==> config.mk <==
export PLATFORM = sky130hd
export DESIGN_NAME = msb_blit_ctrl
export DESIGN_NICKNAME = d
export VERILOG_FILES = /design/src/rtl/msb_pkg.sv /design/src/rtl/msb_blit_ctrl.sv
export SDC_FILE = /design/constraint.sdc
export NUM_CORES = 1
export LEC_CHECK = 0
export ABC_AREA = 1
export BUFFER_PORTS_ARGS = -buffer_cell sky130_fd_sc_hd__buf_4
export CORE_MARGIN = 2
export CORE_UTILIZATION = 40
export DETAILED_ROUTE_END_ITERATION = 10
export GPL_TIMING_DRIVEN = 1
export PLACE_DENSITY = 0.69
export SYNTH_ARGS = -nofsm -noshare
export SYNTH_HDL_FRONTEND = slang
export SYNTH_SLANG_ARGS = --single-unit
==> constraint.sdc <==
create_clock -name clk -period 2.68 [get_ports clk]
set_input_delay 0.402 -clock clk [delete_from_list [all_inputs] [get_ports clk]]
set_output_delay 0.402 -clock clk [all_outputs]
set_load 0.02 [all_outputs]
==> src/rtl/msb_pkg.sv <==
`default_nettype none

package msb_pkg;

	localparam int SCREEN_WIDTH  = 128;
	localparam int SCREEN_HEIGHT = 64;
	localparam int FRAME_BYTES   = (SCREEN_WIDTH * SCREEN_HEIGHT + 7) / 8;
	localparam int FB_AW         = $clog2(FRAME_BYTES);
	localparam int PIX_W         = FB_AW + 3;
	localparam int X_W           = $clog2(SCREEN_WIDTH);
	localparam int Y_W           = $clog2(SCREEN_HEIGHT);

	localparam logic [1:0] KIND_START = 2'd0;
	localparam logic [1:0] KIND_DATA  = 2'd1;
	localparam logic [1:0] KIND_READ  = 2'd2;

	localparam logic [1:0] STAT_OK     = 2'd0;
	localparam logic [1:0] STAT_REJECT = 2'd1;
	localparam logic [1:0] STAT_NOBLIT = 2'd2;

	typedef struct packed {
		logic [1:0] kind;
		logic [7:0] x_pos;
		logic [7:0] y_pos;
		logic [7:0] sprite_width;
		logic [7:0] sprite_height;
		logic [7:0] sprite_byte;
		logic [9:0] read_address;
	} req_t;

	typedef struct packed {
		logic [1:0] status;
		logic       blit_done;
		logic [7:0] read_data;
	} rsp_t;

	// one sprite word split over two framebuffer bytes
	typedef struct packed {
		logic             active;
		logic             reject;
		logic [FB_AW-1:0] idx;
		logic [7:0]       mask_hi;
		logic [7:0]       data_hi;
		logic [7:0]       mask_lo;
		logic [7:0]       data_lo;
		logic             done;
	} blit_cmd_t;

endpackage

`default_nettype wire

==> src/rtl/msb_blit_ctrl.sv <==
`default_nettype none

module msb_blit_ctrl import msb_pkg::*; (
	input  wire logic clk,
	input  wire logic arst_n,
	input  wire logic start_en,
	input  wire logic data_en,
	input  wire req_t req,
	output blit_cmd_t cmd
);

	logic [X_W-1:0] origin_x_q;
	logic [Y_W-1:0] origin_y_q;
	logic [7:0]     width_q;
	logic [7:0]     height_q;
	logic [7:0]     row_q;
	logic [4:0]     byte_q;
	logic           active_q;

	logic [8:0]       x_end;
	logic [8:0]       y_end;
	logic [7:0]       col;
	logic [7:0]       rem;
	logic [7:0]       mask8;
	logic [Y_W-1:0]   row_y;
	logic [PIX_W-1:0] pix;
	logic [15:0]      mask16;
	logic [15:0]      data16;
	logic             row_last;
	logic             blit_last;

	always_comb begin
		x_end = {1'b0, req.x_pos} + {1'b0, req.sprite_width};
		y_end = {1'b0, req.y_pos} + {1'b0, req.sprite_height};
		col   = {byte_q, 3'b000};
		rem   = width_q - col;
		// padding bits past the sprite width stay untouched
		mask8 = (rem >= 8'd8) ? 8'hFF : ~(8'hFF >> rem[2:0]);
		row_y = origin_y_q + row_q[Y_W-1:0];
		pix   = PIX_W'(row_y) * PIX_W'(SCREEN_WIDTH) + PIX_W'(origin_x_q) + PIX_W'(col);
		mask16 = {mask8, 8'h00} >> pix[2:0];
		data16 = {req.sprite_byte & mask8, 8'h00} >> pix[2:0];
		row_last  = ({1'b0, col} + 9'd8) >= {1'b0, width_q};
		blit_last = row_last && (({1'b0, row_q} + 9'd1) >= {1'b0, height_q});

		cmd.active  = active_q;
		cmd.reject  = (req.sprite_width == 8'd0) || (req.sprite_height == 8'd0) ||
			(x_end > 9'(SCREEN_WIDTH)) || (y_end > 9'(SCREEN_HEIGHT));
		cmd.idx     = pix[PIX_W-1:3];
		cmd.mask_hi = mask16[15:8];
		cmd.data_hi = data16[15:8];
		cmd.mask_lo = mask16[7:0];
		cmd.data_lo = data16[7:0];
		cmd.done    = blit_last;
	end

	always_ff @(posedge clk or negedge arst_n) begin
		if (!arst_n) begin
			origin_x_q <= '0;
			origin_y_q <= '0;
			width_q    <= '0;
			height_q   <= '0;
			row_q      <= '0;
			byte_q     <= '0;
			active_q   <= 1'b0;
		end else if (start_en) begin
			if (cmd.reject) begin
				active_q <= 1'b0;
			end else begin
				origin_x_q <= req.x_pos[X_W-1:0];
				origin_y_q <= req.y_pos[Y_W-1:0];
				width_q    <= req.sprite_width;
				height_q   <= req.sprite_height;
				row_q      <= '0;
				byte_q     <= '0;
				active_q   <= 1'b1;
			end
		end else if (data_en && active_q) begin
			if (row_last) begin
				byte_q <= '0;
				if (blit_last) begin
					row_q    <= '0;
					active_q <= 1'b0;
				end else begin
					row_q <= row_q + 8'd1;
				end
			end else begin
				byte_q <= byte_q + 5'd1;
			end
		end
	end

endmodule

`default_nettype wire

==> results of run 1 <==
power by group:
group	internal (mW)	switching [mW]	total, mW
combinational	2.59	3.54	6.13
sequential	0.902	0.243	1.15
clock	0.348	0.259	0.608
through the flow:
stage	hold slack [ns]	setup slack, ns	total power, mW
global route	0.138	-0.414	8.50
CTS	0.119	-0.248	7.39
floorplan	0.106	0.0165	4.40
global placement	0.426	-0.0639	5.93
detailed placement	0.426	-0.0728	5.97
finish	0.0955	-0.313	7.88
synth_stat cells (all sizes together), types with 5 or more instances:
cell type,count,area [um2]
a21oi,21,105
buf,14,124
clkbuf,10,38.8
dfrtp,43,1080
fa,5,100
ha,45,563
inv,110,418
nand2,196,769
nand3,100,510
nand3b,5,37.5
nand4,8,50.1
nor2,62,248
nor3,5,25.0
o21ai,37,260
or2,6,37.5
xnor2,8,96.4
xor2,20,175
cell usage in the layout, fill, tap and decap left out, types with 7 or more instances in the layout:
master and n:
sky130_fd_sc_hd__nand3_2 30, sky130_fd_sc_hd__xor2_1 18, sky130_fd_sc_hd__nor2_2 7, sky130_fd_sc_hd__a21oi_1 16, sky130_fd_sc_hd__o21ai_2 20, sky130_fd_sc_hd__ha_1 38, sky130_fd_sc_hd__dfrtp_1 43, sky130_fd_sc_hd__nand2_2 20
sky130_fd_sc_hd__nand3_1 64, sky130_fd_sc_hd__inv_1 103, sky130_fd_sc_hd__buf_6 14, sky130_fd_sc_hd__nand2_1 168, sky130_fd_sc_hd__nand2_4 7, sky130_fd_sc_hd__nor2_1 51, sky130_fd_sc_hd__o21ai_1 14, sky130_fd_sc_hd__nand4_1 8
sky130_fd_sc_hd__buf_4 110
worst max-delay path, delay by kind of cell (launching register included):
family / cells / cell delay, ns
flops: 1 / 0.41
fa+ha+maj: 2 / 0.62
compound gates: 1 / 0.06
buf+inv: 4 / 0.46
simple gates: 7 / 0.76
routing by layer:
metal / vias up / track usage [%] / part of all wire, %
met3: 10 / 1.57 / 2.4
met1: 2120 / 26.9 / 50
met4: 0 / 3.58 / 1.0
met2: 87 / 28.6 / 47
li1: 2458 / - / -
met5: - / 0 / 0
cell families (layout without fill, tap and decap cells):
kind of cell / count (synthesis) / after routing / synth area share, %
fa+ha+maj: 50 / 50 / 14.1
xor+xnor: 28 / 28 / 5.77
mux: 1 / 1 / 0.213
compound gates: 64 / 64 / 8.75
simple gates: 383 / 383 / 35.8
buf+inv: 134 / 243 / 12.3
other cells: 1 / 2 / 0.0798
flops: 43 / 43 / 22.9
timing repair:
item | 4_1_cts | 5_1_grt
pin swaps | 31 | 33
buffers inserted | 12 | 4
gates resized for setup | 66 | 62
endpoints found under the setup margin | 34 | 48
cloned | 0 | 0
path summary, 6_finish.rpt:
kind                              from       endpoint
setup / recovery             byte_q[0]        cmd[13]
hold / removal                  arst_n       row_q[1]
setup reg to reg             byte_q[0]       row_q[4]
hold reg to reg            height_q[7]    height_q[7]
max in group asynchronous       arst_n     width_q[1]
min in group clk               req[38]  origin_y_q[4]
sequential cells by signal (all words and copies together) (netlist names):
signal and flops:
height_q 8, row_q 8, width_q 8, origin_x_q 7, origin_y_q 6, byte_q 5, active_q 1
final cells by class:
type / instances / area share [%]
clock buffer: 5 / 1.97
clock inverter: 3 / 0.374
inverter: 110 / 6.69
multi-input combinational: 528 / 55.4
sequential: 43 / 16.9
tap: 143 / 2.82
timing repair buffer: 125 / 15.8
==> insert_results.sql, run 1 <==
INSERT INTO impl_metrics (metric_group, metric, value, unit) VALUES
('logic_synthesis', 'synth_area', '4700', 'um2'),
('cts', 'ctsRootBufferMaster', 'sky130_fd_sc_hd__clkbuf_16', ''),
('outcome', 'failed_checks', 'setup timing', ''),
('layout', 'nNetsFinal', '919', ''),
('floorplan', 'placeable_core_region', '11500', 'um2'),
('route', 'wire_per_inst', '12.2', 'um'),
('cts', 'clock_sink_count', '43', ''),
('cts', 'tritoncts_buffer_count', '5', ''),
('cts', 'cts_hold_buffers', '0', ''),
('route', 'drc', '0', ''),
('worst_setup_path', 'r2r.worst_path.cells', '16', ''),
('cts', 'clkSlewWorstSetupHoldPaths', '0.06', 'ns'),
('logic_synthesis', 'post_synth.cell_area_avg', '6.68', 'um2'),
('power_and_ir_drop', 'static-leakage-power', '3.43', 'nW'),
('worst_setup_path', 'critical_path_arrival', '2.59', 'ns'),
('sta', 'report.final.setup_viol', '32', ''),
('floorplan', 'initial_core_util', '41.0', '%'),
('grt', 'wire_length_of_the_first_global_routing_pass', '19.4', 'mm'),
('floorplan', 'rows', '39', ''),
('worst_setup_path', 'critical_path_class', 'register to output port', ''),
('grt', 'initial_antenna_violation_count', '0', ''),
('route', 'vias_after_detailed_routing', '4675', ''),
('sta', 'achievable-frequency', '334', 'MHz'),
('floorplan', 'io_pins', '101', ''),
('sta', 'final.min_clock_period', '2.99', 'ns'),
('sta', 'setup_repair_after_global_routing_missed_its_margin', 'true', ''),
('route', 'first_pass_iters', '5', ''),
('worst_setup_path', 'crit_path_cell_trace', 'ha_4 -> inv_4 -> fa_2 -> nor2_2 -> nand2_2 -> nor2_4 -> buf_6 -> nand2_4 -> inv_4 -> o21ai_4 -> or2_1 -> nand2_1 -> nor2_1 -> buf_4', ''),
('grt', 'gr-usage-all-layers', '18.0', '%'),
('layout', 'flow.area_growth_from_synthesis', '35.2', '%'),
('sta', 'final.setup_skew', '0.00654', 'ns'),
('layout', 'multi_input_comb_area', '3520', 'um2'),
('worst_setup_path', 'critical_path.startpoint_type', 'register', ''),
('route', 'vias_per_cell', '4.89', ''),
('floorplan', 'floorplan.die.height', '112', 'um'),
('min_path', 'hold_path_class', 'primary input to async pin', ''),
('placement', 'detailedPlacementHpwl', '8.84', 'mm'),
('floorplan', 'floorplan.die.width', '112', 'um'),
('worst_setup_path', 'critical_path_required', '2.28', 'ns'),
('logic_synthesis', 'ys_seq_elements', '43', ''),
('logic_synthesis', 'yosysWarningCount', '0', ''),
('logic_synthesis', 'postSynthCellCount', '704', ''),
('power_and_ir_drop', 'vdd_ir_drop_max', '1.23', 'mV'),
('flow_run', 'cap_viol_max_count', '0', ''),
('logic_synthesis', 'synth_cell_types', '42', ''),
('logic_synthesis', 'synth-async-reset-ratio', '100', '%'),
('grt', 'first_global_vias', '4246', ''),
('layout', 'final-instance-count-excl-fill', '957', ''),
('cts', 'clkLatencyLatePin', '0.29', 'ns'),
('cts', 'h-tree-depth', '2', ''),
('worst_setup_path', 'crit_path_top_delay_cell', 'sky130_fd_sc_hd__fa_2', ''),
('layout', 'sequential_cell_area', '1080', 'um2'),
('worst_setup_path', 'endpoint_type_of_the_worst_setup_path', 'output port', ''),
('placement', 'placed_area', '5550', 'um2'),
('worst_setup_path', 'crit_path_max_fanout', '3', ''),
('placement', 'gpl.final_weighted_congestion', '0.918', ''),
('logic_synthesis', 'synth_seq_area_share', '22.9', '%'),
('sta', 'max-slew-margin-rel', '45.6', '%'),
('layout', 'n_antenna_cell', '0', ''),
('cts', 'clock_path_buffers', '2', ''),
('placement', 'numPlacedInstances', '934', ''),
('sta', 'fin_ws', '-0.313', 'ns'),
('layout', 'stdcell_area', '6350', 'um2'),
('placement', 'place.port_buffers', '86', ''),
('outcome', 'run_status', 'finished with violations', ''),
('route', 'drt_iter0_drc', '163', ''),
('logic_synthesis', 'synth_ff_type', 'sky130_fd_sc_hd__dfrtp_1', ''),
('worst_setup_path', 'crit_top_cell', 'sky130_fd_sc_hd__inv_4', ''),
('floorplan', 'dieArea', '12600', 'um2'),
('layout', 'num-fill-cells', '1099', ''),
('power_and_ir_drop', 'p_per_area', '1240', 'nW/um2');
(Power assumes the default switching activity.)
==> run 2: changes to the inputs <==
CORE_MARGIN = 8   (was 2)
REMOVE_ABC_BUFFERS = 1   (was default)
==> insert_results.sql, run 2 (same netlist as run 1, synthesis figures left out) <==
INSERT INTO impl_metrics (metric_group, metric, value, unit) VALUES
('outcome', 'run_status', 'finished with violations', ''),
('outcome', 'failed_checks', 'setup timing', ''),
('sta', 'whs', '0.0923', 'ns'),
('floorplan', 'initial_core_util', '41.0', '%'),
('placement', 'place.port_buffers', '86', ''),
('power_and_ir_drop', 'p_per_area', '1240', 'nW/um2'),
('worst_setup_path', 'rr_startpoint', 'byte_q[0]', ''),
('cts', 'h-tree-depth', '2', ''),
('layout', 'final_util', '57.3', '%'),
('layout', 'nNetsFinal', '918', ''),
('worst_setup_path', 'ff2ff_setup_slack', '0.14', 'ns'),
('flow_run', 'cap_viol_max_count', '0', ''),
('worst_setup_path', 'critical_path.startpoint_type', 'register', ''),
('worst_setup_path', 'critical_path_required', '2.28', 'ns'),
('layout', 'post_route_cells_drive_above_1_share', '35.3', '%'),
('route', 'vias_per_cell', '4.91', ''),
('floorplan', 'floorplan.die.height', '124', 'um'),
('worst_setup_path', 'timing.critical_path.from', 'width_q[3]', ''),
('cts', 'clkSlewWorstSetupHoldPaths', '0.06', 'ns'),
('grt', 'use_met1', '20.2', '%'),
('layout', 'num-fill-cells', '1084', ''),
('sta', 'fin_ws', '-0.306', 'ns'),
('sta', 'final.min_clock_period', '2.99', 'ns'),
('placement', 'placed_area', '5540', 'um2'),
('sta', 'max_slew.worst_pin.slew', '0.749', 'ns'),
('power_and_ir_drop', 'total_power', '8.11', 'mW'),
('sta', 'final.setup_skew', '0.00579', 'ns'),
('route', 'first_pass_iters', '4', ''),
('sta', 'setup_repair_after_global_routing_missed_its_margin', 'true', ''),
('floorplan', 'io_pins', '101', ''),
('route', 'ant_nets', '0', ''),
('worst_setup_path', 'endpoint_type_of_the_worst_setup_path', 'output port', ''),
('cts', 'cts_tree', 'built', ''),
('layout', 'stdcell_area', '6570', 'um2'),
('min_path', 'hold_path_class', 'primary input to async pin', ''),
('route', 'final_wirelength', '12.5', 'mm'),
('worst_setup_path', 'r2r_end', 'row_q[7]', ''),
('route', 'vias_after_detailed_routing', '4690', ''),
('floorplan', 'dieArea', '15500', 'um2'),
('grt', 'gr-usage-all-layers', '15.0', '%'),
('worst_setup_path', 'critical_path_arrival', '2.58', 'ns'),
('power_and_ir_drop', 'static-leakage-power', '3.42', 'nW'),
('sta', 'max-slew-margin-rel', '50.0', '%'),
('grt', 'grt_start_max_net_pins', '64', ''),
('power_and_ir_drop', 'vdd_ir_drop_max', '0.984', 'mV'),
('grt', 'wire_length_of_the_first_global_routing_pass', '20.4', 'mm'),
('grt', 'grt_util_met3', '2.21', '%'),
('layout', 'n_antenna_cell', '0', ''),
('placement', 'detailedPlacementHpwl', '9.25', 'mm'),
('floorplan', 'placeable_core_region', '11500', 'um2'),
('cts', 'clkLatencyLatePin', '0.28', 'ns'),
('grt', 'global_route.peak_usage_layer', 'met2', ''),
('cts', 'clock_sink_count', '43', ''),
('floorplan', 'floorplan.die.width', '124', 'um'),
('worst_setup_path', 'r2r.worst_path.cells', '16', ''),
('grt', 'first_global_vias', '4464', ''),
('cts', 'cts_hold_buffers', '0', ''),
('sta', 'finalHoldViolCount', '0', ''),
('floorplan', 'rows', '39', ''),
('cts', 'tritoncts_buffer_count', '5', ''),
('sta', 'post_route_setup_tns', '-7.00', 'ns'),
('layout', 'layout.cells.most_common', 'sky130_fd_sc_hd__nand2_1', ''),
('sta', 'report.final.setup_viol', '32', ''),
('cts', 'ctsRootBufferMaster', 'sky130_fd_sc_hd__clkbuf_16', ''),
('sta', 'drv_slew', '0', ''),
('grt', 'global_route.usage.met2', '24.6', '%'),
('sta', 'achievable-frequency', '335', 'MHz'),
('route', 'wire_per_inst', '13.1', 'um'),
('layout', 'flow.area_growth_from_synthesis', '39.6', '%'),
('placement', 'gpl.final_weighted_congestion', '0.837', ''),
('grt', 'overflow', '0', ''),
('worst_setup_path', 'crit_path_max_fanout', '4', ''),
('cts', 'clock_path_buffers', '2', ''),
('sta', 'layout_worst_path_cycle_share', '111', '%'),
('route', 'drc', '0', ''),
('route', 'drt_iter0_drc', '225', ''),
('grt', 'initial_antenna_violation_count', '0', ''),
('worst_setup_path', 'critical_path_class', 'register to output port', ''),
('layout', 'layout_top_registers', 'height_q: 8 flops, row_q: 8 flops, width_q: 8 flops', ''),
('layout', 'final_cell_mix', 'sky130_fd_sc_hd__nand2_1 (166), sky130_fd_sc_hd__buf_4 (104), sky130_fd_sc_hd__inv_1 (95)', '');
run 2: timing repair:
item,CTS,global route
setup buffers,14,5
gates cloned,0,0
gates resized for setup,92,76
endpoints found under the setup margin,36,51
pin swaps,45,32
run 2: per-layer routing:
metal,part of all wire (%),vias up
met5,0,-
met4,1.0,0
met3,3.7,14
met2,47,91
met1,48,2129
li1,-,2456
run 2: final cells by class:
type | count | area, um2 | share of cell area [%]
multi-input combinational | 528 | 3710 | 56.5
sequential | 43 | 1080 | 16.4
clock inverter | 1 | 5.00 | 0.0762
inverter | 110 | 428 | 6.52
tap | 143 | 179 | 2.72
clock buffer | 6 | 139 | 2.12
timing repair buffer | 124 | 1030 | 15.7
run 2: how the worst max path moves through the flow:
stage,end,slack [ns],depth (start not counted)
2_1_floorplan,byte_q[0],-1.49,12
3_3_place_gp,cmd[27],-0.06,13
3_5_place_dp,cmd[27],-0.08,13
4_1_cts,cmd[25],-0.26,15
5_1_grt,cmd[13],-0.40,15
6_report,cmd[17],-0.31,15
run 2: critical path, stage by stage, from the launching register on:
cell and delay (ns):
sky130_fd_sc_hd__dfrtp_1 0.39, sky130_fd_sc_hd__inv_2 0.09, sky130_fd_sc_hd__ha_4 0.12, sky130_fd_sc_hd__inv_2 0.04
sky130_fd_sc_hd__fa_2 0.36, sky130_fd_sc_hd__xnor2_1 0.18, sky130_fd_sc_hd__nand2_1 0.10, sky130_fd_sc_hd__nor2_4 0.16
sky130_fd_sc_hd__buf_12 0.15, sky130_fd_sc_hd__nand2_8 0.06, sky130_fd_sc_hd__buf_4 0.14, sky130_fd_sc_hd__nand3_4 0.05
sky130_fd_sc_hd__nand3_2 0.10, sky130_fd_sc_hd__nand3_2 0.14, sky130_fd_sc_hd__nand2_2 0.07, sky130_fd_sc_hd__buf_6 0.13
run 2: per-stage QoR:
| step | std cells | worst slack (ns) |
|---|---|---|
| global placement | 931 | -0.0562 |
| floorplan | 681 | -1.49 |
| CTS | 950 | -0.261 |
| detailed placement | 931 | -0.0844 |
| global route | 955 | -0.402 |
| finish | 955 | -0.306 |
run 2: power breakdown:
group	switching, mW	leakage, nW	internal, mW
clock network	0.238	0.0727	0.364
registers	0.240	0.561	0.902
logic	3.68	2.79	2.69
total	4.16	3.42	3.96
